===== src/rtl/ffba_pkg.sv =====
// Shared types, codes and defaults for the first-fit block allocator.
package ffba_pkg;

    localparam int FIELD_W           = 24;
    localparam int OP_W              = 2;
    localparam int TABLE_ENTRIES_DEF = 64;
    localparam int ADDR_BITS_DEF     = 24;

    localparam logic [FIELD_W-1:0] POOL_RESET = 24'd65536;

    // Operation codes of an input item
    localparam logic [OP_W-1:0] OP_ALLOC = 2'd0;
    localparam logic [OP_W-1:0] OP_FREE  = 2'd1;
    localparam logic [OP_W-1:0] OP_CLEAR = 2'd2;

    // Result status codes
    localparam logic STATUS_DONE  = 1'b0;
    localparam logic STATUS_NOFIT = 1'b1;

    // What the cells do with a passing token
    typedef enum logic [1:0] {
        MODE_FIT,
        MODE_SLOT,
        MODE_FREE
    } cell_mode_t;

    // Broadcast control from the sequencer to every cell
    typedef struct packed {
        cell_mode_t mode;
        logic       clear;
        logic       unmark;
    } ffba_ctl_t;

    // Token flags handed from cell to cell
    typedef struct packed {
        logic act;
        logic pend;
    } ffba_tok_t;

    typedef struct packed {
        logic [OP_W-1:0]    operation;
        logic [FIELD_W-1:0] request_size;
        logic [FIELD_W-1:0] free_start;
    } ffba_in_t;

    typedef struct packed {
        logic               status;
        logic [FIELD_W-1:0] alloc_start;
    } ffba_out_t;

endpackage


===== src/rtl/ffba_cell.sv =====
// One table entry of the allocator chain, with its token stage.
module ffba_cell #(
    parameter int ADDR_BITS = 24
) (
    input  logic                 aclk,
    input  logic                 aresetn,
    input  ffba_pkg::ffba_ctl_t  ctl_i,
    input  logic [ADDR_BITS-1:0] key_i,
    input  logic [ADDR_BITS-1:0] init_size_i,
    input  logic [ADDR_BITS-1:0] clr_size_i,
    input  ffba_pkg::ffba_tok_t  tok_i,
    input  logic [ADDR_BITS-1:0] tok_begin_i,
    input  logic [ADDR_BITS-1:0] tok_size_i,
    output ffba_pkg::ffba_tok_t  tok_o,
    output logic [ADDR_BITS-1:0] tok_begin_o,
    output logic [ADDR_BITS-1:0] tok_size_o
);
    import ffba_pkg::*;

    logic [ADDR_BITS-1:0] entry_begin_reg, entry_begin_next;
    logic [ADDR_BITS-1:0] entry_size_reg,  entry_size_next;
    logic                 entry_used_reg,  entry_used_next;
    logic                 mark_reg,        mark_next;
    ffba_tok_t            tok_reg,         tok_next;
    logic [ADDR_BITS-1:0] tok_begin_reg,   tok_begin_next;
    logic [ADDR_BITS-1:0] tok_size_reg,    tok_size_next;

    logic live;
    logic fit_hit;
    logic slot_hit;
    logic free_hit;

    // Decide whether this entry takes the token
    assign live     = tok_i.act && tok_i.pend;
    assign fit_hit  = live && (ctl_i.mode == MODE_FIT) && !entry_used_reg
                      && (entry_size_reg >= key_i);
    assign slot_hit = live && (ctl_i.mode == MODE_SLOT) && !mark_reg
                      && (entry_size_reg == '0);
    assign free_hit = live && (ctl_i.mode == MODE_FREE) && (entry_begin_reg == key_i);

    // Update the entry and build the token for the next cell
    always_comb begin
        entry_begin_next = entry_begin_reg;
        entry_size_next  = entry_size_reg;
        entry_used_next  = entry_used_reg;
        mark_next        = mark_reg;

        tok_next.act     = tok_i.act;
        tok_next.pend    = tok_i.pend && !(fit_hit || slot_hit || free_hit);
        tok_begin_next   = tok_begin_i;
        tok_size_next    = tok_size_i;

        if (fit_hit) begin
            // grant this entry; hand the remainder down the chain
            entry_used_next = 1'b1;
            entry_size_next = key_i;
            mark_next       = 1'b1;
            tok_begin_next  = entry_begin_reg + key_i;
            tok_size_next   = entry_size_reg - key_i;
        end
        if (slot_hit) begin
            entry_begin_next = tok_begin_i;
            entry_size_next  = tok_size_i;
            entry_used_next  = 1'b0;
        end
        if (free_hit) begin
            entry_used_next = 1'b0;
        end
        if (ctl_i.unmark) begin
            mark_next = 1'b0;
        end
        if (ctl_i.clear) begin
            entry_begin_next = '0;
            entry_size_next  = clr_size_i;
            entry_used_next  = 1'b0;
            mark_next        = 1'b0;
        end
    end

    always_ff @(posedge aclk) begin
        if (!aresetn) begin
            entry_begin_reg <= '0;
            entry_size_reg  <= init_size_i;
            entry_used_reg  <= 1'b0;
            mark_reg        <= 1'b0;
            tok_reg         <= '0;
        end else begin
            entry_begin_reg <= entry_begin_next;
            entry_size_reg  <= entry_size_next;
            entry_used_reg  <= entry_used_next;
            mark_reg        <= mark_next;
            tok_reg         <= tok_next;
        end
        tok_begin_reg <= tok_begin_next;
        tok_size_reg  <= tok_size_next;
    end

    assign tok_o       = tok_reg;
    assign tok_begin_o = tok_begin_reg;
    assign tok_size_o  = tok_size_reg;

endmodule


===== config.mk =====
export PLATFORM = sky130hd
export DESIGN_NAME = ffba_cell
export DESIGN_NICKNAME = d
export VERILOG_FILES = /design/src/rtl/ffba_pkg.sv /design/src/rtl/ffba_cell.sv
export SDC_FILE = /design/constraint.sdc
export NUM_CORES = 1
export LEC_CHECK = 0
export CORE_UTILIZATION = 67
export DETAILED_ROUTE_END_ITERATION = 6
export DONT_BUFFER_PORTS = 1
export PLACE_DENSITY_LB_ADDON = 0.1
export REMOVE_ABC_BUFFERS = 1
export SYNTH_ARGS = -nofsm -noshare
export SYNTH_HDL_FRONTEND = slang
export SYNTH_SLANG_ARGS = --single-unit

===== constraint.sdc =====
create_clock -name aclk -period 5.4 [get_ports aclk]
set_input_delay 0 -clock aclk [delete_from_list [all_inputs] [get_ports aclk]]
set_output_delay 0 -clock aclk [all_outputs]
set_load 0.01 [all_outputs]

# Word-level counts from Yosys, hierarchy flattened
# Cells that the tools add are included.
# totals
input_bits	128
reg_bits	100
word_cells	42
output_inout_bits	50
# op_classes
addsub	2
n_eq_ne	4
n_mux	6
reduce_logical	20
n_bitwise	1
n_lt_le_gt_ge	1
# op_table
op	n
24-bit two-way mux	6
24-bit adder	1
24-bit equality test	1
24-bit greater-or-equal comparator	1
24-bit logical NOT	1
24-bit subtractor	1
1-bit logical AND	10
4-bit by 1-bit inequality test with 1-bit output (second input constant)	1
4-bit OR reduction	1
1-bit logical NOT	3
3-bit OR reduction	1
2-bit by 1-bit equality test with 1-bit output (second input constant)	1
2-bit equality test (second input constant)	1
2-bit logical NOT	1
1-bit logical OR	2
2-bit OR reduction	1
1-bit inverter	1

# Longest topological paths before layout
# Gate-level depths: netlist of run 1.
# depth
ltp_word	8
ltp_mapped	12
ltp_nobuf	10

# Worst setup path after synthesis of run 1
# OpenSTA, ideal clock, no wires.
# synth_path
path_kind	reg2reg
startpoint	register entry_size_reg[15]
endpoint	register entry_size_reg[0] (enable)
n_path_buf	1
setup_ns	0.355
stages_incl_launch_ff	9
required_time_ns	5.045
synth_period_minus_slack_ns	3.255
arrival_time_ns	2.900
setup_slack_ns	2.145
path_cell_list	edfxtp_1 > ha_1 > buf_2 > nand2_2 > or4_4 > o221a_1 > o221a_4 > a2111oi_4 > or3_2
# synth_via
elab_chain_len	3
word_cells_on_any_way	5
classes_between	1 x order compare; 1 x eq/ne; 3 x reduce/logical
# synth_lines
element	line	source
start, declared	ffba_cell.sv:21	logic [ADDR_BITS-1:0] entry_size_reg, entry_size_next;
start signal, assigned	ffba_cell.sv:83	entry_size_reg <= init_size_i;
start signal, assigned	ffba_cell.sv:89	entry_size_reg <= entry_size_next;
24-bit greater-or-equal comparator or 24-bit logical NOT (tied branches)	ffba_cell.sv:36, ffba_cell.sv:38	
1-bit logical AND, on equally long branches	ffba_cell.sv:36, ffba_cell.sv:38	
4-bit by 1-bit inequality test with 1-bit output (no line) (*)	n/a	
# Every way passes the cells marked *; elsewhere a longest branch is shown, timed or not.
# A chain may end at the register's enable or synchronous reset.

# Worst setup path after layout of run 1
# layout_path
startpoint	register entry_size_reg[15]
endpoint	register tok_begin_reg[23] (netlist: tok_begin_o[23])
# layout_via
elab_chain_len	3
# layout_lines
element	line	source
24-bit greater-or-equal comparator	ffba_cell.sv:36	&& (entry_size_reg >= key_i);
1-bit logical AND	ffba_cell.sv:36	
24-bit two-way mux	ffba_cell.sv:53	if (fit_hit) begin
net tok_begin_next[23]	ffba_cell.sv:25	logic [ADDR_BITS-1:0] tok_begin_reg, tok_begin_next;
end signal, assigned	ffba_cell.sv:94	tok_begin_reg <= tok_begin_next;
end, declared	ffba_cell.sv:25	
# The timed path passes the listed nets, and every way through them passes these cells.

==> qor.txt, run 1 <==
Core footprint = 9860 sq um
Area post-placement = 6920 sq um
Pwr dens = 222 nW/um^2
Post-Synthesis Cells = 779
Slew @ Worst Pin = 1130 ps
Mapped Area = 6890 sq um
Internal Pwr Total = 1260 uW
Synthesized area per cell = 8.84 sq um
Post-synth top area share = 22.1%
CTS clk-pin slew, worst paths = 100 ps
Highest-count cells in the layout ignoring fill and taps = 107 x dlygate4sd3_1, 92 x nand2_1, 76 x dfxtp_1
Top Ports = 178
Skew final = 13.2 ps
Synth Warn # = 0
CTS sink cnt = 100
Slew headroom = 24.7%
Synth Flop Type = dfxtp_1
Hold WS = 19.0 ps
Worst vdd ir = 0.207 mV
Finished Cell Area = 8200 sq um
Leading cell type in the layout, fill and taps excluded = dlygate4sd3_1
Number of diodes = 0
Async set-reset flop share out of synthesis = 0%
CTS tree = done
CTS root buffer = clkbuf_8
Drt drc = 0
Register area = 2240 sq um
Nets = 1040
Synth area leaders = dfxtp_1 22%, edfxtp_1 10%, ha_1 8.5%
Die area = 10700 sq um
Startpoint types = flop
Hold Vio Cnt, Final = 0
Max H-tree Level = 3
Area delta synth->final = 19.1%
Die Ht = 103 um
DRT iter0 DRCs = 329
Fin crit share = 75.3%
Drt pass-1 iters = 5
Setup WS post-layout = 1330 ps
Clock share of power = 26.6%
Skew-Pair Late Insertion Delay = 390 ps
Setup Crit Path Kind = flop to flop
Leading area contributor after synthesis = dfxtp_1
Switching Fraction = 31.1%
Detailed Route WL = 22.0 mm
Fmax = 246 MHz
MaxCap Viol Count = 0
EDFF count, synth = 24
Routability congestion estimate = 0.972
Port buffer count = 0
Die width = 103 um
Post-synth cell types = 65
Total Power = 1820 uW
Initial antenna violation count = 0
Combinational share of power = 26.6%
Largest net degree at the start of global routing = 38
Row cnt = 36
Fillcell total = 594
Starting Density = 69.8%
Global-route wire length before repair = 33.3 mm
Setup violators final = 0
Vias per std cell = 6.58
Critical Path End Type = flop
Share of cells above drive strength 1 = 8.41%
Setup Fix Bufs, Post-CTS = 0
WL/cell = 22.0 um
Net Sw Power = 568 uW
Fin crit period = 4070 ps
Sequential share of the synthesized area = 32.5%
Min-Delay Path Class = input port to flop
Total grt overflow = 0
Sequential share of power = 46.7%
Crit path DAT = 4350 ps
Leakage = 0.00346 uW
Area of the multi-input gates = 4340 sq um
Status = completed
CTS Buffer Depth = 2
Num CTS Buffers = 9
Pre-CTS setup slack = 1770 ps
Critical Path Fanout Max = 33
Req. time, crit path = 5680 ps
GR Util All Layers = 42.0%
Slew Viols, Final = 0
Final non-filler cell total = 1001
Vias in the first global route = 6698
Number of placed instances, taps included = 877
Final ANT Viol Nets = 0
DP HPWL = 14.6 mm
Total number of vias = 6589
RSZ-0062 raised after global routing = false
Register bit total from synthesis = 100
## worst paths after layout
| check | slack [ps] | cells past startpoint | start | endpoint |
|---|---|---|---|---|
| setup / recovery | 1330 | 10 | entry_size_reg[15] | tok_begin_o[23] |
| hold / removal | 20 | 3 | key_i[1] | tok_begin_o[2] |
| setup reg to reg | 1330 | 10 | entry_size_reg[15] | tok_begin_o[23] |
| hold reg to reg | 520 | 2 | entry_begin_reg[17] | entry_begin_reg[17] |
## power by group through the flow
stage / logic, uW / clock network [uW] / registers (uW)
2_1_floorplan: 305 / 0 / 858
3_3_place_gp: 376 / 0 / 867
3_5_place_dp: 383 / 0 / 867
4_1_cts: 465 / 493 / 851
5_1_grt: 527 / 519 / 856
6_report: 486 / 486 / 853
## per-layer routing
metal  GRT usage (%)  part of all wire, %  vias up  routed length (um)
li1                -                    -     2993                   -
met1            45.4                   37     3065                8170
met2            69.6                   47      409               10400
met3            15.0                   10      122                2220
met4            27.2                  5.7        0                1260
met5               0                    0        -                   0
## area by class of cell
| class | count | area share, % |
|---|---|---|
| Timing Repair Buffer | 112 | 13.7 |
| Clock buffer | 13 | 2.07 |
| Tap cell | 133 | 2.03 |
| Clock inverter | 3 | 0.320 |
| Inverter | 36 | 1.65 |
| Sequential cell | 100 | 27.3 |
| Multi-Input combinational cell | 604 | 52.9 |
## synthesized netlist by cell type (5+ instances only)
library cell,number
a211oi_1,9
and2_1,8
edfxtp_1,24
nor2_1,51
a21oi_1,39
clkbuf_1,28
xor2_1,15
mux2_4,10
inv_1,36
buf_2,8
o31ai_1,5
and3_1,7
ha_1,47
o21a_1,8
xnor2_1,20
nor3_1,6
mux2i_1,50
o21ai_0,68
a21o_1,24
dfxtp_1,76
nand4_1,8
nand3_1,12
nor4_1,13
mux2_2,30
o21bai_1,9
nand2_1,92
## repair_timing
| item | 4_1_cts | 5_1_grt |
|---|---|---|
| resized for setup | 0 | 0 |
| endpoints found under the hold margin | 100 | 0 |
| hold buffers | 108 | 0 |
## per-stage QoR
stage	utilization, %	setup TNS, ps
after global placement	70.1	0
after CTS	83.2	0
after floorplan	-	-232390
after global routing	83.2	0
final	83.2	0
after detailed placement	70.1	0
## logic make-up after synthesis
family	after synthesis	share of synthesized area, %
multiplexers	93	14.8
AO/OA/AOI/OAI	203	19.3
flip-flops	100	32.5
XOR/XNOR	35	4.45
buffers and inverters	75	4.50
adder cells (fa/ha/maj)	49	9.12
AND/OR/NAND/NOR	224	15.2
## critical path: stages (launching register included)
cell and delay [ps]:
edfxtp_1 400, ha_1 450, nand2_2 130, or4_4 540
o221a_1 240, o221a_4 240, a2111o_1 780, buf_4 400
nand2_1 110, o21ai_0 80, dlygate4sd3_1 560
No activity file was read; power rests on OpenSTA's default activity.
==> inputs of run 2 (changes only) <==
--- a/config.mk
+++ b/config.mk
@@ -5,7 +5,7 @@
 export SDC_FILE = /design/constraint.sdc
 export NUM_CORES = 1
 export LEC_CHECK = 0
-export CORE_UTILIZATION = 67
+export CORE_UTILIZATION = 59
 export DETAILED_ROUTE_END_ITERATION = 6
 export DONT_BUFFER_PORTS = 1
 export PLACE_DENSITY_LB_ADDON = 0.1
==> constraint.sdc (replaced) <==
create_clock -name aclk -period 3.67 [get_ports aclk]
set_input_delay 0 -clock aclk [delete_from_list [all_inputs] [get_ports aclk]]
set_output_delay 0 -clock aclk [all_outputs]
set_load 0.01 [all_outputs]
==> run 2 against run 1 <==
Compared with the run above: final area up 1.4%; clock power up 96%; sequential cell count unchanged; critical path depth down 1; register-to-register slack worse by 1100 ps; sequential power up 47%; combinational power up 46%; maximum frequency up 19%; sequential share of layout area down 0.37 points; count of clock-buffer cells in the layout unchanged; critical endpoint is now tok_size_o[18]; highest routed layer unchanged.
==> qor.txt, run 2 (same netlist as run 1, synthesis figures left out) <==
Die width = 110 um
Hold path startpoint = clr_size_i[13]
Die area = 12100 sq um
Pre-CTS setup slack = 308 ps
Critical Path Fanout Max = 22
GR Util All Layers = 36.6%
Critical Path End Type = flop
Min-Delay Path Class = input port to flop
Status = completed
Port buffer count = 0
Hold endpoint = entry_size_reg[13]
CTS Buffer Depth = 2
Skew-Pair Late Insertion Delay = 360 ps
Core footprint = 11400 sq um
CTS sink cnt = 100
Hold Vio Cnt, Final = 0
Starting Density = 60.3%
Final ANT Viol Nets = 0
Vias per std cell = 6.30
Reg2Reg Setup Slack = 260 ps
Finished Cell Area = 8320 sq um
Global-route wire length before repair = 32.9 mm
Nets = 1038
Worst vdd ir = 0.569 mV
Leading cell type in the layout, fill and taps excluded = dlygate4sd3_1
Number of placed instances, taps included = 892
Final non-filler cell total = 1009
Vias in the first global route = 6445
Drt pass-1 iters = 5
Slew @ Worst Pin = 1140 ps
Top Ports = 178
Startpoint types = flop
Slew Viols, Final = 0
CTS root buffer = clkbuf_16
Setup Crit Path Kind = flop to flop
DRT iter0 DRCs = 402
Total grt overflow = 0
Area of the multi-input gates = 4350 sq um
Pwr dens = 350 nW/um^2
Area post-placement = 6990 sq um
Area delta synth->final = 20.7%
Crit path DAT = 3620 ps
CTS clk-pin slew, worst paths = 70 ps
Num CTS Buffers = 9
Slew headroom = 23.9%
Drt drc = 0
Largest net degree at the start of global routing = 39
Leakage = 0.00352 uW
R2R Path Start = entry_size_reg[19]
Detailed Route WL = 21.7 mm
Fin crit period = 3410 ps
Fin crit share = 92.8%
CTS tree = done
Die Ht = 110 um
Number of diodes = 0
Hold path depth = 3
Routability congestion estimate = 0.968
Highest-count cells in the layout ignoring fill and taps = 100 x dlygate4sd3_1, 92 x nand2_1, 76 x dfxtp_1
Hold WS = 5.31 ps
Skew final = 7.64 ps
Row cnt = 39
Share of cells above drive strength 1 = 9.01%
RSZ-0062 raised after global routing = false
MaxCap Viol Count = 0
Worst reg-to-reg path cell count = 9
Setup violators final = 0
Utilization after layout = 72.8%
Initial antenna violation count = 0
WL/cell = 21.5 um
Register area = 2240 sq um
Setup WS post-layout = 265 ps
Max H-tree Level = 3
Fmax = 294 MHz
Fillcell total = 870
RR Endpoint = tok_size_o[18]
Req. time, crit path = 3880 ps
Total number of vias = 6360
DP HPWL = 14.9 mm
-- run 2: changes by cell type in the layout (fill, tap and decap cells not counted) --
cell           delta
buf_12            +2
buf_4             +3
clkbuf_16         +9
clkbuf_8          -9
clkinv_4          -1
dlygate4sd3_1     -7
inv_4             +1
nor4_2            -1
nor4_4            +1
-- run 2: final cells by class --
class	count	share of cell area, %
tap	143	2.15
timing repair buffer	110	13.4
clock buffer	13	3.26
sequential	100	27.0
multi-input combinational	604	52.3
inverter	36	1.62
clock inverter	3	0.286
-- run 2: how the worst max path moves through the flow --
stage | start | endpoint | slack, ps | depth (start not counted)
3_5_place_dp | entry_size_reg[19] | tok_size_o[18] | 310 | 9
2_1_floorplan | entry_size_reg[4] | entry_size_reg[0] | -5230 | 3
6_report | entry_size_reg[19] | tok_size_o[18] | 260 | 9
4_1_cts | entry_size_reg[1] | entry_size_reg[14] | 220 | 8
3_3_place_gp | entry_size_reg[19] | tok_size_o[18] | 370 | 9
5_1_grt | entry_size_reg[16] | tok_size_o[18] | 0.4 | 9
-- run 2: what timing repair did --
| action | CTS | global route |
|---|---|---|
| gates resized for setup | 0 | 1 |
| hold buffers | 101 | 0 |
| endpoints found under the hold margin | 100 | 0 |
| endpoints found under the setup margin | 0 | 2 |
| buffers inserted | 0 | 0 |
-- run 2: report_power, final --
part	total [uW]	internal, uW	switching [uW]
combinational	708	334	374
clock	951	526	426
sequential	1250	1200	55.2
total	2910	2060	855
-- run 2: through the flow --
step / total power [uW] / setup TNS [ps]
3_3_place_gp: 1840 / 0
5_1_grt: 3040 / 0
4_1_cts: 2910 / 0
6_report: 2910 / 0
3_5_place_dp: 1850 / 0
2_1_floorplan: 1710 / -360410
-- run 2: per-layer routing --
layer,routed length (um),vias up,track usage [%]
li1,-,2987,-
met1,8900,2985,44.0
met2,10400,321,61.9
met3,1610,67,8.47
met4,771,0,16.7
met5,0,-,0
-- run 2: critical path, cell delays in order (launching register included) --
cell and delay (ps):
edfxtp_1 400, ha_1 440, nand2_2 120, or4_4 560
nor4_1 220, o21ai_1 170, a2111o_1 800, buf_4 370
nand2_1 80, o21ai_0 70
==> inputs of run 3 (changes only) <==
--- a/config.mk
+++ b/config.mk
@@ -5,9 +5,10 @@
 export SDC_FILE = /design/constraint.sdc
 export NUM_CORES = 1
 export LEC_CHECK = 0
-export CORE_UTILIZATION = 59
+export CORE_UTILIZATION = 38
 export DETAILED_ROUTE_END_ITERATION = 6
 export DONT_BUFFER_PORTS = 1
+export HOLD_SLACK_MARGIN = 0.05
 export PLACE_DENSITY_LB_ADDON = 0.1
 export REMOVE_ABC_BUFFERS = 1
 export SYNTH_ARGS = -nofsm -noshare
==> run 3 against run 2 <==
Compared with the run above: worst hold slack improved by 56 ps; wire length rose by 4.5%; sequential power barely moved; total power rose by 8.5%; count of clock-buffer cells in the layout fell by 2; utilization fell by 23 points; largest power group unchanged.
==> qor.txt, run 3 (same netlist as run 1, synthesis figures left out) <==
Fin crit period = 3570 ps
Worst vdd ir = 0.194 mV
CTS sink cnt = 100
Starting Density = 39.4%
Setup Crit Path Kind = flop to flop
Port buffer count = 0
Num CTS Buffers = 9
Initial antenna violation count = 0
Hold Vio Cnt, Final = 0
Setup WS post-layout = 95.1 ps
Highest-count cells in the layout ignoring fill and taps = 107 x dlygate4sd3_1, 92 x nand2_1, 76 x dfxtp_1
Row cnt = 48
Critical Path Fanout Max = 8
Max H-tree Level = 3
Req. time, crit path = 3930 ps
Area delta synth->final = 25.9%
WL/cell = 20.5 um
Final non-filler cell total = 1103
Fmax = 280 MHz
DRT iter0 DRCs = 322
Die Ht = 137 um
Global-route wire length before repair = 34.2 mm
Status = completed
Drt pass-1 iters = 5
DP HPWL = 16.4 mm
Share of cells above drive strength 1 = 10.6%
CTS Buffer Depth = 2
Skew-Pair Late Insertion Delay = 360 ps
Setup violators final = 0
Leakage = 0.00361 uW
Core footprint = 17500 sq um
Largest net degree at the start of global routing = 44
CTS root buffer = clkbuf_16
Min-Delay Path Class = input port to flop
Total grt overflow = 0
Vias per std cell = 5.66
Die width = 137 um
Crit path DAT = 3830 ps
Switching Fraction = 29.0%
Slew Viols, Final = 0
Number of diodes = 0
Slew headroom = 49.3%
Net Sw Power = 917 uW
MaxCap Viol Count = 0
Nets = 1050
Number of placed instances, taps included = 973
Sequential share of power = 39.6%
GR Util All Layers = 24.7%
Pwr dens = 364 nW/um^2
Drt drc = 0
Internal Pwr Total = 2240 uW
CTS clk-pin slew, worst paths = 80 ps
CTS tree = done
Top Ports = 178
Fin crit share = 97.4%
Vias in the first global route = 6283
Die area = 18700 sq um
Leading cell type in the layout, fill and taps excluded = dlygate4sd3_1
Pre-CTS setup slack = 312 ps
Hold path depth = 3
Clock share of power = 37.2%
Critical Path End Type = flop
Slew @ Worst Pin = 756 ps
Combinational share of power = 23.2%
Skew final = 12.2 ps
Worst reg-to-reg path cell count = 9
Final ANT Viol Nets = 0
Total number of vias = 6248
Detailed Route WL = 22.7 mm
Routability congestion estimate = 0.939
Fillcell total = 1609
Startpoint types = flop
==> run 3: cell types whose count changed in the layout (fill, tap and decap cells not counted), sizes merged <==
cell,delta
clkinv,+1
inv,-1
buf,+4
clkbuf,-1
bufinv,+2
dlygate4sd3,+7
==> run 3: layer usage <==
layer | global-route usage [%] | up-vias | routed length [um]
met5 | 0 | - | 0
met4 | 8.70 | 0 | 536
met3 | 5.52 | 38 | 1430
met2 | 41.2 | 209 | 10800
met1 | 31.2 | 2975 | 9860
li1 | - | 3026 | -
==> run 3: cell type report <==
| cell class | instances | area [sq um] | area share, % |
|---|---|---|---|
| clock buffers | 11 | 275 | 3.17 |
| clock inverters | 5 | 96.3 | 1.11 |
| inverters | 36 | 135 | 1.56 |
| multi-input cells | 604 | 4390 | 50.6 |
| flip-flops and latches | 100 | 2240 | 25.9 |
| well taps | 225 | 282 | 3.25 |
| repair buffers | 122 | 1250 | 14.5 |
==> run 3: power groups by stage <==
stage	logic, uW	clock network [uW]	registers, uW
after floorplan	448	0	1260
after global placement	586	0	1280
after detailed placement	587	0	1280
after CTS	719	1190	1250
after global routing	814	1230	1260
final	734	1180	1250
==> run 3: per-stage QoR <==
stage / instance area (sq um) / total power (uW) / TNS, ps / utilization (%) / hold slack, ps
detailed placement: 7100 / 1860 / 0 / 40.6 / 72.0
CTS: 8580 / 3160 / 0 / 49.1 / 60.2
finish: 8670 / 3160 / 0 / 49.6 / 61.4
global route: 8670 / 3310 / -1.69 / 49.6 / 79.9
floorplan: 6710 / 1710 / -360410 / - / 69.7
global placement: 7100 / 1860 / 0 / 40.6 / 71.2
==> run 3: critical path: stages, from the launching register on <==
cell and delay, ps:
edfxtp_1 390, ha_1 430, nand2_1 140, or4_4 520, o221a_1 250, o221a_4 240
a2111oi_4 440, clkbuf_16 230, mux2_4 290, dlygate4sd3_1 550
==> run 3: worst paths after layout <==
kind / slack (ps) / endpoint / start
min: 60 / tok_begin_o[2] / key_i[1]
max: 100 / tok_begin_o[1] / entry_size_reg[16]
max reg2reg: 100 / tok_begin_o[1] / entry_size_reg[16]
min reg2reg: 510 / entry_begin_reg[11] / entry_begin_reg[11]
==> run 3: repair_timing <==
action	in CTS	in global routing
hold buffers	109	0
resized for setup	0	10
buffers inserted	0	4
endpoints found under the hold margin	100	0
setup endpoints to repair	0	3
